$ cat config.mk
export PLATFORM = sky130hd
export DESIGN_NAME = cmwc_random_range_generator_top_flat
export DESIGN_NICKNAME = d
export VERILOG_FILES = /design/src/crrg_pkg.sv /design/src/crrg_if.sv /design/src/crrg_refill.sv /design/src/crrg_mul.sv /design/src/crrg_mod.sv /design/src/cmwc_random_range_generator_top.sv /design/src/flat_wrapper.sv
export SDC_FILE = /design/constraint.sdc
export NUM_CORES = 1
export LEC_CHECK = 0
export ABC_AREA = 1
export ABC_CLOCK_PERIOD_IN_PS = 5300
export BUFFER_PORTS_ARGS = -buffer_cell sky130_fd_sc_hd__buf_2
export CORE_MARGIN = 5
export CORE_UTILIZATION = 64
export CTS_CLUSTER_DIAMETER = 30
export DETAILED_ROUTE_END_ITERATION = 8
export GPL_ROUTABILITY_DRIVEN = 0
export GPL_TIMING_DRIVEN = 0
export PLACE_DENSITY_LB_ADDON = 0.2
export SLEW_MARGIN = 20
export SYNTH_ARGS = -nofsm -noshare
export SYNTH_HDL_FRONTEND = slang
export SYNTH_HIERARCHICAL = 1
export SYNTH_SLANG_ARGS = --single-unit
export TNS_END_PERCENT = 1
$ cat constraint.sdc
create_clock -name i_clk -period 5.3 [get_ports i_clk]
set_input_delay 1.325 -clock i_clk [delete_from_list [all_inputs] [get_ports i_clk]]
set_output_delay 1.325 -clock i_clk [all_outputs]
set_load 0.05 [all_outputs]
$ cat src/crrg_pkg.sv
// Shared constants, status structs and the xorshift step for the CMWC range generator.
// No dependencies; every other file depends on this package.
`default_nettype none
package crrg_pkg;

    localparam int WORD_W  = 32;
    localparam int CARRY_W = 30;
    localparam int CNT_W   = $clog2(WORD_W);

    localparam int LAG_DEFAULT = 8;

    localparam logic [CARRY_W-1:0] CMWC_MULT     = 30'd716514398;
    localparam logic [WORD_W-1:0]  CMWC_BASE     = 32'hffff_fffe;
    localparam logic [CARRY_W-1:0] CARRY_INIT    = 30'd362436;
    localparam logic [WORD_W-1:0]  SEED_ZERO_SUB = 32'd12345;
    localparam logic [WORD_W-1:0]  SEED_RESET    = 32'd987654321;

    // Status of a bit-serial arithmetic unit
    typedef struct packed {
        logic busy;
        logic done;
    } t_unit_stat;

    // Status of the lag table fill sequencer
    typedef struct packed {
        logic busy;
        logic wr_en;
    } t_fill_stat;

    // One xorshift 13/17/5 step
    function automatic logic [WORD_W-1:0] xorshift(input logic [WORD_W-1:0] j);
        logic [WORD_W-1:0] a;
        logic [WORD_W-1:0] b;
        a = j ^ (j << 13);
        b = a ^ (a >> 17);
        return b ^ (b << 5);
    endfunction

endpackage
`default_nettype wire

$ cat src/crrg_if.sv
// Valid/ready stream interfaces for range requests and generated results.
// Depends on crrg_pkg for field widths.
`default_nettype none
interface crrg_in_if;
    import crrg_pkg::*;
    logic                     valid;
    logic                     ready;
    logic signed [WORD_W-1:0] range_start;
    logic signed [WORD_W-1:0] range_end;

    modport source (output valid, output range_start, output range_end, input ready);
    modport sink   (input valid, input range_start, input range_end, output ready);
endinterface

interface crrg_out_if;
    import crrg_pkg::*;
    logic                     valid;
    logic                     ready;
    logic signed [WORD_W-1:0] value;
    logic                     range_error;

    modport source (output valid, output value, output range_error, input ready);
    modport sink   (input valid, input value, input range_error, output ready);
endinterface
`default_nettype wire

$ cat src/crrg_refill.sv
// Lag table fill sequencer: writes one xorshift word per cycle from the seed.
// Depends on crrg_pkg.
`default_nettype none
module crrg_refill #(
    parameter int LAG = crrg_pkg::LAG_DEFAULT
) (
    input  wire logic                            i_clk,
    input  wire logic                            i_rst_n,
    input  wire logic                            i_start,
    input  wire logic [crrg_pkg::WORD_W-1:0]     i_seed,
    output crrg_pkg::t_fill_stat                 o_stat,
    output logic [$clog2(LAG)-1:0]               o_wr_addr,
    output logic [crrg_pkg::WORD_W-1:0]          o_wr_data
);
    import crrg_pkg::*;

    localparam int IDX_W = $clog2(LAG);
    localparam logic [IDX_W-1:0] LAST = IDX_W'(LAG - 1);

    logic                r_busy;
    logic [IDX_W-1:0]    r_addr;
    logic [WORD_W-1:0]   r_j;
    logic [WORD_W-1:0]   n_j;

    assign n_j = xorshift(r_j);

    always_ff @(posedge i_clk) begin
        if (!i_rst_n) begin
            r_busy <= 1'b1;
            r_addr <= '0;
            r_j    <= SEED_RESET;
        end else if (i_start) begin
            r_busy <= 1'b1;
            r_addr <= '0;
            r_j    <= (i_seed == '0) ? SEED_ZERO_SUB : i_seed;
        end else if (r_busy) begin
            r_j <= n_j;
            if (r_addr == LAST) begin
                r_busy <= 1'b0;
            end else begin
                r_addr <= r_addr + 1'b1;
            end
        end
    end

    assign o_stat.busy  = r_busy;
    assign o_stat.wr_en = r_busy && !i_start;
    assign o_wr_addr    = r_addr;
    assign o_wr_data    = n_j;

endmodule
`default_nettype wire

$ cat src/crrg_mul.sv
// Bit-serial multiply-add: product = CMWC_MULT * multiplicand + addend, one bit per cycle.
// Depends on crrg_pkg.
`default_nettype none
module crrg_mul (
    input  wire logic                              i_clk,
    input  wire logic                              i_rst_n,
    input  wire logic                              i_start,
    input  wire logic [crrg_pkg::WORD_W-1:0]       i_mcand,
    input  wire logic [crrg_pkg::CARRY_W-1:0]      i_addend,
    output crrg_pkg::t_unit_stat                   o_stat,
    output logic [2*crrg_pkg::WORD_W-1:0]          o_prod
);
    import crrg_pkg::*;

    logic              r_busy;
    logic              r_done;
    logic [CNT_W-1:0]  r_cnt;
    logic [WORD_W-1:0] r_hi;
    logic [WORD_W-1:0] r_lo;
    logic [WORD_W:0]   n_sum;

    // add the constant when the current multiplicand bit is set
    assign n_sum = {1'b0, r_hi} + (r_lo[0] ? (WORD_W+1)'(CMWC_MULT) : '0);

    always_ff @(posedge i_clk) begin
        if (!i_rst_n) begin
            r_busy <= 1'b0;
            r_done <= 1'b0;
            r_cnt  <= '0;
        end else begin
            r_done <= r_busy && !i_start && (r_cnt == CNT_W'(WORD_W - 1));
            if (i_start) begin
                r_busy <= 1'b1;
                r_cnt  <= '0;
            end else if (r_busy) begin
                r_cnt <= r_cnt + 1'b1;
                if (r_cnt == CNT_W'(WORD_W - 1)) begin
                    r_busy <= 1'b0;
                end
            end
        end
    end

    // the addend seeded into the high half lands at weight one after the last shift
    always_ff @(posedge i_clk) begin
        if (i_start) begin
            r_hi <= WORD_W'(i_addend);
            r_lo <= i_mcand;
        end else if (r_busy) begin
            r_hi <= n_sum[WORD_W:1];
            r_lo <= {n_sum[0], r_lo[WORD_W-1:1]};
        end
    end

    assign o_stat.busy = r_busy;
    assign o_stat.done = r_done;
    assign o_prod      = {r_hi, r_lo};

endmodule
`default_nettype wire

$ cat src/crrg_mod.sv
// Bit-serial restoring remainder: dividend mod divisor, one dividend bit per cycle.
// Depends on crrg_pkg; the divisor must be nonzero.
`default_nettype none
module crrg_mod (
    input  wire logic                          i_clk,
    input  wire logic                          i_rst_n,
    input  wire logic                          i_start,
    input  wire logic [crrg_pkg::WORD_W-1:0]   i_dividend,
    input  wire logic [crrg_pkg::WORD_W-1:0]   i_divisor,
    output crrg_pkg::t_unit_stat               o_stat,
    output logic [crrg_pkg::WORD_W-1:0]        o_rem
);
    import crrg_pkg::*;

    logic              r_busy;
    logic              r_done;
    logic [CNT_W-1:0]  r_cnt;
    logic [WORD_W-1:0] r_rem;
    logic [WORD_W-1:0] r_q;
    logic [WORD_W:0]   n_trial;
    logic [WORD_W:0]   n_diff;
    logic              n_ge;

    assign n_trial = {r_rem, r_q[WORD_W-1]};
    assign n_diff  = n_trial - {1'b0, i_divisor};
    assign n_ge    = (n_trial >= {1'b0, i_divisor});

    always_ff @(posedge i_clk) begin
        if (!i_rst_n) begin
            r_busy <= 1'b0;
            r_done <= 1'b0;
            r_cnt  <= '0;
        end else begin
            r_done <= r_busy && !i_start && (r_cnt == CNT_W'(WORD_W - 1));
            if (i_start) begin
                r_busy <= 1'b1;
                r_cnt  <= '0;
            end else if (r_busy) begin
                r_cnt <= r_cnt + 1'b1;
                if (r_cnt == CNT_W'(WORD_W - 1)) begin
                    r_busy <= 1'b0;
                end
            end
        end
    end

    always_ff @(posedge i_clk) begin
        if (i_start) begin
            r_rem <= '0;
            r_q   <= i_dividend;
        end else if (r_busy) begin
            // remainder stays below the divisor, so the low word holds it
            r_rem <= n_ge ? n_diff[WORD_W-1:0] : n_trial[WORD_W-1:0];
            r_q   <= {r_q[WORD_W-2:0], 1'b0};
        end
    end

    assign o_stat.busy = r_busy;
    assign o_stat.done = r_done;
    assign o_rem       = r_rem;

endmodule
`default_nettype wire

$ cat src/cmwc_random_range_generator_top.sv
// Lag-LAG complementary multiply-with-carry generator returning a value in a signed range.
// Depends on crrg_pkg, crrg_if, crrg_refill, crrg_mul and crrg_mod.
//
// One request is handled at a time. A valid range passes from acceptance to the result
// register in these steps: the lag word is read at the accepting edge, then the bit-serial
// multiply-add is loaded, shifts through its bits and is seen to finish; the carry is folded
// and the table written back; the bit-serial remainder unit is loaded, shifts and is seen to
// finish; and the offset is added. A full 2^32 span skips the remainder; an empty or inverted
// range goes from acceptance straight to the result step without touching the state. The
// result step waits until the output register is free and the result then waits there, so a
// request can be accepted while the previous result is still pending. After reset and after
// every seed write the lag table is refilled one entry per cycle, during which no request is
// accepted.
`default_nettype none
module cmwc_random_range_generator_top #(
    parameter int LAG = crrg_pkg::LAG_DEFAULT
) (
    input  wire logic                        i_clk,
    input  wire logic                        i_rst_n,
    input  wire logic                        i_cfg_we,
    input  wire logic [crrg_pkg::WORD_W-1:0] i_cfg_wdata,
    crrg_in_if.sink                          i_req,
    crrg_out_if.source                       o_res
);
    import crrg_pkg::*;

    localparam int IDX_W = $clog2(LAG);
    localparam logic [IDX_W-1:0] LAST = IDX_W'(LAG - 1);

    typedef enum logic [2:0] {
        S_IDLE,
        S_MUL,
        S_FIX,
        S_MOD,
        S_OUT
    } t_state;

    t_state r_state;

    // lag table
    logic [WORD_W-1:0] r_mem [LAG];
    logic [WORD_W-1:0] r_rd_data;
    logic [IDX_W-1:0]  n_rd_addr;
    logic              n_wr_en;
    logic [IDX_W-1:0]  n_wr_addr;
    logic [WORD_W-1:0] n_wr_data;

    logic [IDX_W-1:0]   r_idx;
    logic [CARRY_W-1:0] r_carry;
    logic [WORD_W-1:0]  r_word;
    logic [WORD_W-1:0]  r_start;
    logic [WORD_W-1:0]  r_span;
    logic               r_full;
    logic               r_err;
    logic               r_mul_start;
    logic               r_mod_start;
    logic               r_out_valid;
    logic [WORD_W-1:0]  r_out_value;
    logic               r_out_err;

    t_fill_stat         fill_stat;
    logic [IDX_W-1:0]   fill_addr;
    logic [WORD_W-1:0]  fill_data;
    t_unit_stat         mul_stat;
    logic [2*WORD_W-1:0] mul_prod;
    t_unit_stat         mod_stat;
    logic [WORD_W-1:0]  mod_rem;

    logic               n_accept;
    logic               n_bad;
    logic [WORD_W-1:0]  n_span;
    logic [CARRY_W-1:0] n_carry_hi;
    logic [WORD_W:0]    n_fold;
    logic [WORD_W-1:0]  n_x;
    logic [CARRY_W-1:0] n_carry;
    logic [WORD_W-1:0]  n_w;
    logic               n_slot_free;

    crrg_refill #(
        .LAG (LAG)
    ) u_refill (
        .i_clk     (i_clk),
        .i_rst_n   (i_rst_n),
        .i_start   (i_cfg_we),
        .i_seed    (i_cfg_wdata),
        .o_stat    (fill_stat),
        .o_wr_addr (fill_addr),
        .o_wr_data (fill_data)
    );

    crrg_mul u_mul (
        .i_clk    (i_clk),
        .i_rst_n  (i_rst_n),
        .i_start  (r_mul_start),
        .i_mcand  (r_rd_data),
        .i_addend (r_carry),
        .o_stat   (mul_stat),
        .o_prod   (mul_prod)
    );

    crrg_mod u_mod (
        .i_clk      (i_clk),
        .i_rst_n    (i_rst_n),
        .i_start    (r_mod_start),
        .i_dividend (r_word),
        .i_divisor  (r_span),
        .o_stat     (mod_stat),
        .o_rem      (mod_rem)
    );

    assign i_req.ready = (r_state == S_IDLE) && !fill_stat.busy && !i_cfg_we;
    assign n_accept    = i_req.valid && i_req.ready;
    assign n_bad       = (i_req.range_end <= i_req.range_start);
    assign n_span      = WORD_W'(i_req.range_end) - WORD_W'(i_req.range_start) + 1'b1;

    assign n_rd_addr = (r_idx == LAST) ? '0 : r_idx + 1'b1;

    // fold the new carry into the low word with end-around correction
    assign n_carry_hi = mul_prod[WORD_W +: CARRY_W];
    assign n_fold     = {1'b0, mul_prod[WORD_W-1:0]} + (WORD_W+1)'(n_carry_hi);
    assign n_x        = n_fold[WORD_W] ? n_fold[WORD_W-1:0] + 1'b1 : n_fold[WORD_W-1:0];
    assign n_carry    = n_fold[WORD_W] ? n_carry_hi + 1'b1 : n_carry_hi;
    assign n_w        = CMWC_BASE - n_x;

    assign n_wr_en   = fill_stat.wr_en || (r_state == S_FIX);
    assign n_wr_addr = fill_stat.busy ? fill_addr : r_idx;
    assign n_wr_data = fill_stat.busy ? fill_data : n_w;

    always_ff @(posedge i_clk) begin
        if (n_wr_en) begin
            r_mem[n_wr_addr] <= n_wr_data;
        end
        r_rd_data <= r_mem[n_rd_addr];
    end

    assign n_slot_free = !r_out_valid || o_res.ready;

    always_ff @(posedge i_clk) begin
        if (!i_rst_n) begin
            r_state     <= S_IDLE;
            r_idx       <= LAST;
            r_carry     <= CARRY_INIT;
            r_mul_start <= 1'b0;
            r_mod_start <= 1'b0;
            r_out_valid <= 1'b0;
        end else begin
            r_mul_start <= n_accept && !n_bad;
            r_mod_start <= (r_state == S_FIX) && !r_full;
            // drop the beat once taken unless a new one replaces it
            if (o_res.ready && (r_state != S_OUT)) begin
                r_out_valid <= 1'b0;
            end
            if (i_cfg_we) begin
                r_idx   <= LAST;
                r_carry <= CARRY_INIT;
            end
            unique case (r_state)
                S_IDLE: begin
                    if (n_accept) begin
                        r_start <= WORD_W'(i_req.range_start);
                        r_span  <= n_span;
                        r_full  <= (n_span == '0);
                        r_err   <= n_bad;
                        if (n_bad) begin
                            r_state <= S_OUT;
                        end else begin
                            // table word for the advanced index is read at this edge
                            r_idx   <= n_rd_addr;
                            r_state <= S_MUL;
                        end
                    end
                end
                S_MUL: begin
                    if (mul_stat.done) begin
                        r_state <= S_FIX;
                    end
                end
                S_FIX: begin
                    r_carry <= n_carry;
                    r_word  <= n_w;
                    if (r_full) begin
                        r_state <= S_OUT;
                    end else begin
                        r_state <= S_MOD;
                    end
                end
                S_MOD: begin
                    if (mod_stat.done) begin
                        r_state <= S_OUT;
                    end
                end
                S_OUT: begin
                    // hold until the result register is free
                    if (n_slot_free) begin
                        r_out_valid <= 1'b1;
                        r_out_err   <= r_err;
                        priority if (r_err) begin
                            r_out_value <= '0;
                        end else if (r_full) begin
                            r_out_value <= r_word;
                        end else begin
                            r_out_value <= mod_rem + r_start;
                        end
                        r_state <= S_IDLE;
                    end
                end
                default: begin
                    r_state <= S_IDLE;
                end
            endcase
        end
    end

    assign o_res.valid       = r_out_valid;
    assign o_res.value       = r_out_value;
    assign o_res.range_error = r_out_err;

endmodule
`default_nettype wire

$ cat src/flat_wrapper.sv
// flat-port wrapper written by rule: the top's interface ports become plain ports
module cmwc_random_range_generator_top_flat import crrg_pkg::*;
#(
    parameter int LAG = crrg_pkg::LAG_DEFAULT
)
  (i_clk, i_rst_n, i_cfg_we, i_cfg_wdata, i_req_valid, i_req_range_start, i_req_range_end, i_req_ready, o_res_valid, o_res_value, o_res_range_error, o_res_ready);
  crrg_in_if i_req_i ();
  crrg_out_if o_res_i ();
  input  wire logic i_clk;
  input  wire logic i_rst_n;
  input  wire logic i_cfg_we;
  input  wire logic [crrg_pkg::WORD_W-1:0] i_cfg_wdata;
  input wire logic [$bits(i_req_i.valid)-1:0] i_req_valid;
  input wire logic [$bits(i_req_i.range_start)-1:0] i_req_range_start;
  input wire logic [$bits(i_req_i.range_end)-1:0] i_req_range_end;
  output wire logic [$bits(i_req_i.ready)-1:0] i_req_ready;
  output wire logic [$bits(o_res_i.valid)-1:0] o_res_valid;
  output wire logic [$bits(o_res_i.value)-1:0] o_res_value;
  output wire logic [$bits(o_res_i.range_error)-1:0] o_res_range_error;
  input wire logic [$bits(o_res_i.ready)-1:0] o_res_ready;
  assign i_req_i.valid = i_req_valid;
  assign i_req_i.range_start = i_req_range_start;
  assign i_req_i.range_end = i_req_range_end;
  assign i_req_ready = i_req_i.ready;
  assign o_res_valid = o_res_i.valid;
  assign o_res_value = o_res_i.value;
  assign o_res_range_error = o_res_i.range_error;
  assign o_res_i.ready = o_res_ready;
  cmwc_random_range_generator_top #(.LAG(LAG)) u_core (.i_clk(i_clk), .i_rst_n(i_rst_n), .i_cfg_we(i_cfg_we), .i_cfg_wdata(i_cfg_wdata), .i_req(i_req_i), .o_res(o_res_i));
endmodule
# Word level (Yosys, flattened, before mapping)
# Memory sizes are Yosys's and may differ from the RTL's. A register that Yosys moved wholly into a read port is not among the register bits.
# Cells that the tools add are included.
[op_classes]
n_lt_le_gt_ge = 2
add_sub_neg = 13
n_reduce_logical = 35
eq_ne = 13
mux = 43
bitwise = 5
[op_table]
columns = ["cell", "count"]
rows = [
  ["two-way mux 32 bit", 11],
  ["two-way mux 30 bit", 6],
  ["adder 32 x 30 -> 33 bit", 2],
  ["adder 32 x 1 -> 32 bit (second input constant)", 2],
  ["logical NOT 32 bit", 2],
  ["subtractor 32 bit", 2],
  ["bitwise XOR 32 bit", 2],
  ["two-way mux 3 bit", 12],
  ["greater-or-equal comparator 33 x 32 -> 1 bit", 1],
  ["adder 32 bit", 1],
  ["less-or-equal comparator 32 bit", 1],
  ["subtractor 32 bit (first input constant)", 1],
  ["bitwise XOR 32 x 15 -> 32 bit", 1],
  ["adder 30 x 1 -> 30 bit (second input constant)", 1],
  ["one-hot mux 3 bit (5 select lines)", 1],
  ["two-way mux 1 bit", 13],
  ["logical AND 1 bit", 11],
  ["adder 5 x 1 -> 5 bit (second input constant)", 2],
  ["equality test 5 bit (second input constant)", 2],
  ["equality test 3 bit (second input constant)", 3],
  ["nonzero test 2 bit", 4],
  ["logical NOT 1 bit", 7],
  ["adder 3 x 1 -> 3 bit (second input constant)", 2],
  ["equality test 3 x 2 -> 1 bit (second input constant)", 2],
  ["other kinds (11)", 19],
]
[totals]
mem_count = 1
out_inout_bits = 35
mem_bits_rw = 256
ff_bits = 348
[mem_list]
columns = ["memory", "depth", "width", "read_ports", "rd_clocked_by_memory_dff", "wr", "line", "text"]
rows = [
  ["u_core.r_mem", 8, 32, 1, 1, 1, "cmwc_random_range_generator_top.sv:41", "logic [WORD_W-1:0] r_mem [LAG];"],
]

# Logic depth before layout (Yosys ltp)
[logic_depth]
word_depth = 6
mapped_depth = 29

# Modules after synthesis
# Netlist, hierarchy kept.
[by_module_without_submodules]
columns = ["module", "area_per_inst_um2", "cells_per_inst", "instances"]
rows = [
  ["cmwc_random_range_generator_top", 26583.0, 3109, 1],
  ["crrg_mod", 5874.4, 961, 1],
  ["crrg_mul", 4720.8, 662, 1],
  ["crrg_refill", 2668.8, 407, 1],
]

# Worst setup path before layout
# Ideal clock, no wire load.
[synth_timing]
path_type = "in2reg"
start = "in i_cfg_we"
end = "reg u_core.r_err, enable pin"
required_time_ps = 4809
setup_ps = 491
path_slack_ps = -725
arrival_ps = 5534
path_stages = 3
n_path_buf = 0
path_cell_list = "nor3_1 nand2_1 nor2_1"
[synth_via]
elab_chain_len = 4
[synth_lines]
columns = ["item", "line", "text"]
rows = [
  ["start, declared", "flat_wrapper.sv:11", "input wire logic i_cfg_we;"],
  ["logical NOT 1 bit", "cmwc_random_range_generator_top.sv:111", "assign i_req.ready = (r_state == S_IDLE) && !fill_stat.busy && !i_cfg_we;"],
  ["logical AND 1 bit", "cmwc_random_range_generator_top.sv:111", ""],
  ["logical AND 1 bit", "cmwc_random_range_generator_top.sv:112", "assign n_accept = i_req.valid && i_req.ready;"],
  ["AND reduction 3 bit (no source line)", "n/a", ""],
  ["end signal, assigned", "cmwc_random_range_generator_top.sv:163", "r_err <= n_bad;"],
  ["end, declared", "cmwc_random_range_generator_top.sv:54", "logic r_err;"],
]
# No other way between the ends.
# A chain may end at the register's enable or synchronous reset.

# Worst setup path after layout
[layout_timing]
start = "reg u_core.u_mul.r_hi[0]"
end = "mem u_core.r_mem[7][19] (data pin)"
[layout_via]
elab_chain_len = 5
[layout_lines]
columns = ["item", "line", "text"]
rows = [
  ["start, declared", "crrg_mul.sv:18", "logic [WORD_W-1:0] r_hi;"],
  ["start signal, assigned", "crrg_mul.sv:47", "r_hi <= WORD_W'(i_addend);"],
  ["start signal, assigned", "crrg_mul.sv:50", "r_hi <= n_sum[WORD_W:1];"],
  ["adder 32 x 30 -> 33 bit *", "cmwc_random_range_generator_top.sv:120", "assign n_fold = {1'b0, mul_prod[WORD_W-1:0]} + (WORD_W+1)'(n_carry_hi);"],
  ["adder 32 x 1 -> 32 bit", "cmwc_random_range_generator_top.sv:121", "assign n_x = n_fold[WORD_W] ? n_fold[WORD_W-1:0] + 1'b1 : n_fold[WORD_W-1:0];"],
  ["two-way mux 32 bit *", "cmwc_random_range_generator_top.sv:121", ""],
  ["subtractor 32 bit *", "cmwc_random_range_generator_top.sv:123", "assign n_w = CMWC_BASE - n_x;"],
  ["two-way mux 32 bit *", "cmwc_random_range_generator_top.sv:127", "assign n_wr_data = fill_stat.busy ? fill_data : n_w;"],
  ["net u_core.n_wr_data[19]", "cmwc_random_range_generator_top.sv:46", "logic [WORD_W-1:0] n_wr_data;"],
  ["end, declared", "cmwc_random_range_generator_top.sv:41", ""],
]
# The timed path passes the listed nets; every way through them passes the cells marked *.

==> out/qor.csv <==
metric,value,unit
max_freq,197.1,MHz
die_x,259.5,µm
syn_nets,5441,
total_power,16.51,mW
worst_hold_path.endpoint,u_core/r_carry[25],
die-area,67330,µm²
grt_first_pass_wirelength,183600,µm
hold_viol,0,
numCtsBuffers,109,
firstDrtPassIters,7,
setup_violations,0,
tightestPinTransition,1.016,ns
fin_crit_sh,95.75,%
nets,5704,
hold_class,reg2reg,
pre_cts_slack,-0.2544,ns
drc,0,
hold-path-cell-count,2,
grt_start_max_net_pins,35,
root_buffer,clkbuf_16,
power_density,360.6,nW/µm²
slew_viol_final,0,
cp_cell_sequence,buf_4 > ha_1 > inv_1 > fa_1 > inv_1 > nand2_1 > nand2_1 > nand3_1 > nand2_2 > nand2_2 > nand2_2 > nand3_2 > nand2_4 > xor2_2 > nand2_1 > nor2_2 > nand2_2 > nor2_4 > nand3_2 > nor2_4 > xor2_1 > o21ai_1,
crit_slowest_cell,xor2_1,
skew,0.03703,ns
grt_setup_unrepaired,false,
via_count,36660,
required,5.58,ns
cts_max_level,3,
viasPerCell,5.791,
status,"finished, final reports clean",
setup_ws,0.2253,ns
drv_cap,0,
grt_pass1_vias,34280,
cellLeakagePower,20.80,nW
rows,91,
relSlewSlack,31.94,%
min_period,5.075,ns
die_h,259.5,µm
place_hpwl,89840,µm
drt-total-wl,119800,µm
startpoint,u_core/u_mul/r_hi[0],
start_util,64.55,%
cp_max_fo,9,
synth.avg_cell_area,7.754,µm²
yosys_warnings,6,
drt_iter0_markers,4873,
cts_tree,yes,
crit_path_max_incr_delay,0.62,ns
arrival,5.36,ns
setup.worst_path.class,reg2reg,
syn-cell-area,39830,µm²
hp-start,u_core/r_carry[25],
peakVddDrop,531.9,µV
cts.sink_count,636,
endpoint_kind,flop,
overflow,0,
antenna_found_initial,4,
clk_path_buf_depth,3,
clock_latency,0.68,ns
hold_buffers,0,
largest-register,u_core/r_mem,
crit_top_cell,nand2_2,
synth_cells,5137,
reg2reg_depth,22,
grtUsageTotal,34.50,%
r2r_slack,0.23,ns
drive_above_1_share,10.29,%
ant_nets,0,
r2r-start,u_core/u_mul/r_hi[0],
io_buffers,135,
largest_register_ffs,256,
core_area,61710,µm²
area_growth_syn_to_layout,14.95,%
critPathLaunchType,flop,
r2r_end,u_core/r_mem[7][19],
io_pins,136,
clk_pin_slew,0.05,ns
wl_per_cell,18.93,µm
worst max path at each step:
stage                                        to  slack (ns)
after detailed placement    u_core/r_mem[4][19]       -0.25
after CTS                   u_core/r_mem[7][19]        0.05
after global routing        u_core/r_mem[7][19]        0.26
final                       u_core/r_mem[7][19]        0.23
after global placement    u_core/o_res.value[4]       -0.83
after floorplan                    u_core/r_err        0.36
worst max-delay path, delay by kind of cell, from the launching register on:
family | cells | cell delay [ns]
simple gates | 14 | 1.90
xor+xnor | 2 | 0.99
fa+ha+maj | 2 | 0.63
compound gates | 1 | 0.44
flops | 1 | 0.36
buf+inv | 3 | 0.33
area by class of cell:
| class | count | area (µm²) |
|---|---|---|
| Antenna cell | 1 | 2.502 |
| Buffer | 131 | 625.6 |
| Clock buffer | 125 | 2829 |
| Clock inverter | 79 | 959.7 |
| Fill cell | 4556 | 15930 |
| Inverter | 712 | 2675 |
| Multi-Input combinational cell | 3658 | 19070 |
| Sequential cell | 636 | 17550 |
| Tap cell | 837 | 1047 |
| Timing Repair Buffer | 152 | 1026 |
repair_timing:
| action | 4_1_cts | 5_1_grt |
|---|---|---|
| setup buffers | 0 | 1 |
| setup endpoints to repair | 16 | 96 |
| cloned | 0 | 0 |
| resized for setup | 2 | 0 |
routing by layer:
layer / GRT usage (%) / share of wire (%) / vias to the layer above
met4: 17.19 / 5.6 / 0
met1: 45.35 / 38 / 16820
met3: 7.188 / 11 / 369
met2: 54.70 / 45 / 2152
met5: 0 / 0 / -
li1: - / - / 17330
where the power goes:
group,internal (mW),switching (mW),total [mW]
clock,4.52,2.58,7.11
combinational,1.02,2.21,3.23
sequential,5.97,0.196,6.17
placed cells by master, fill, tap and decap left out, types with 84 or more instances in the layout:
master     count
dfxtp_1      155
clkbuf_1     100
a21oi_1      188
nand3_1      305
clkbuf_16    110
ha_1         183
nor2_1       571
xor2_1        84
buf_2        151
edfxtp_1     481
nand2_1     1472
inv_1        684
o21ai_0      279
metrics by stage:
stage / util (%) / instance area [µm²] / TNS (ns) / cells / hold slack (ns)
2_1_floorplan: - / 39830 / 0 / 5137 / 0.4244
5_1_grt: 74.19 / 45780 / 0 / 6330 / 0.4772
3_5_place_dp: 68.03 / 41980 / -2.880 / 6125 / 0.4567
6_report: 74.19 / 45790 / 0 / 6331 / 0.4669
4_1_cts: 74.18 / 45780 / 0 / 6329 / 0.4662
3_3_place_gp: 67.34 / 41560 / -29.17 / 6109 / 0.4523
(Power assumes the default switching activity.)
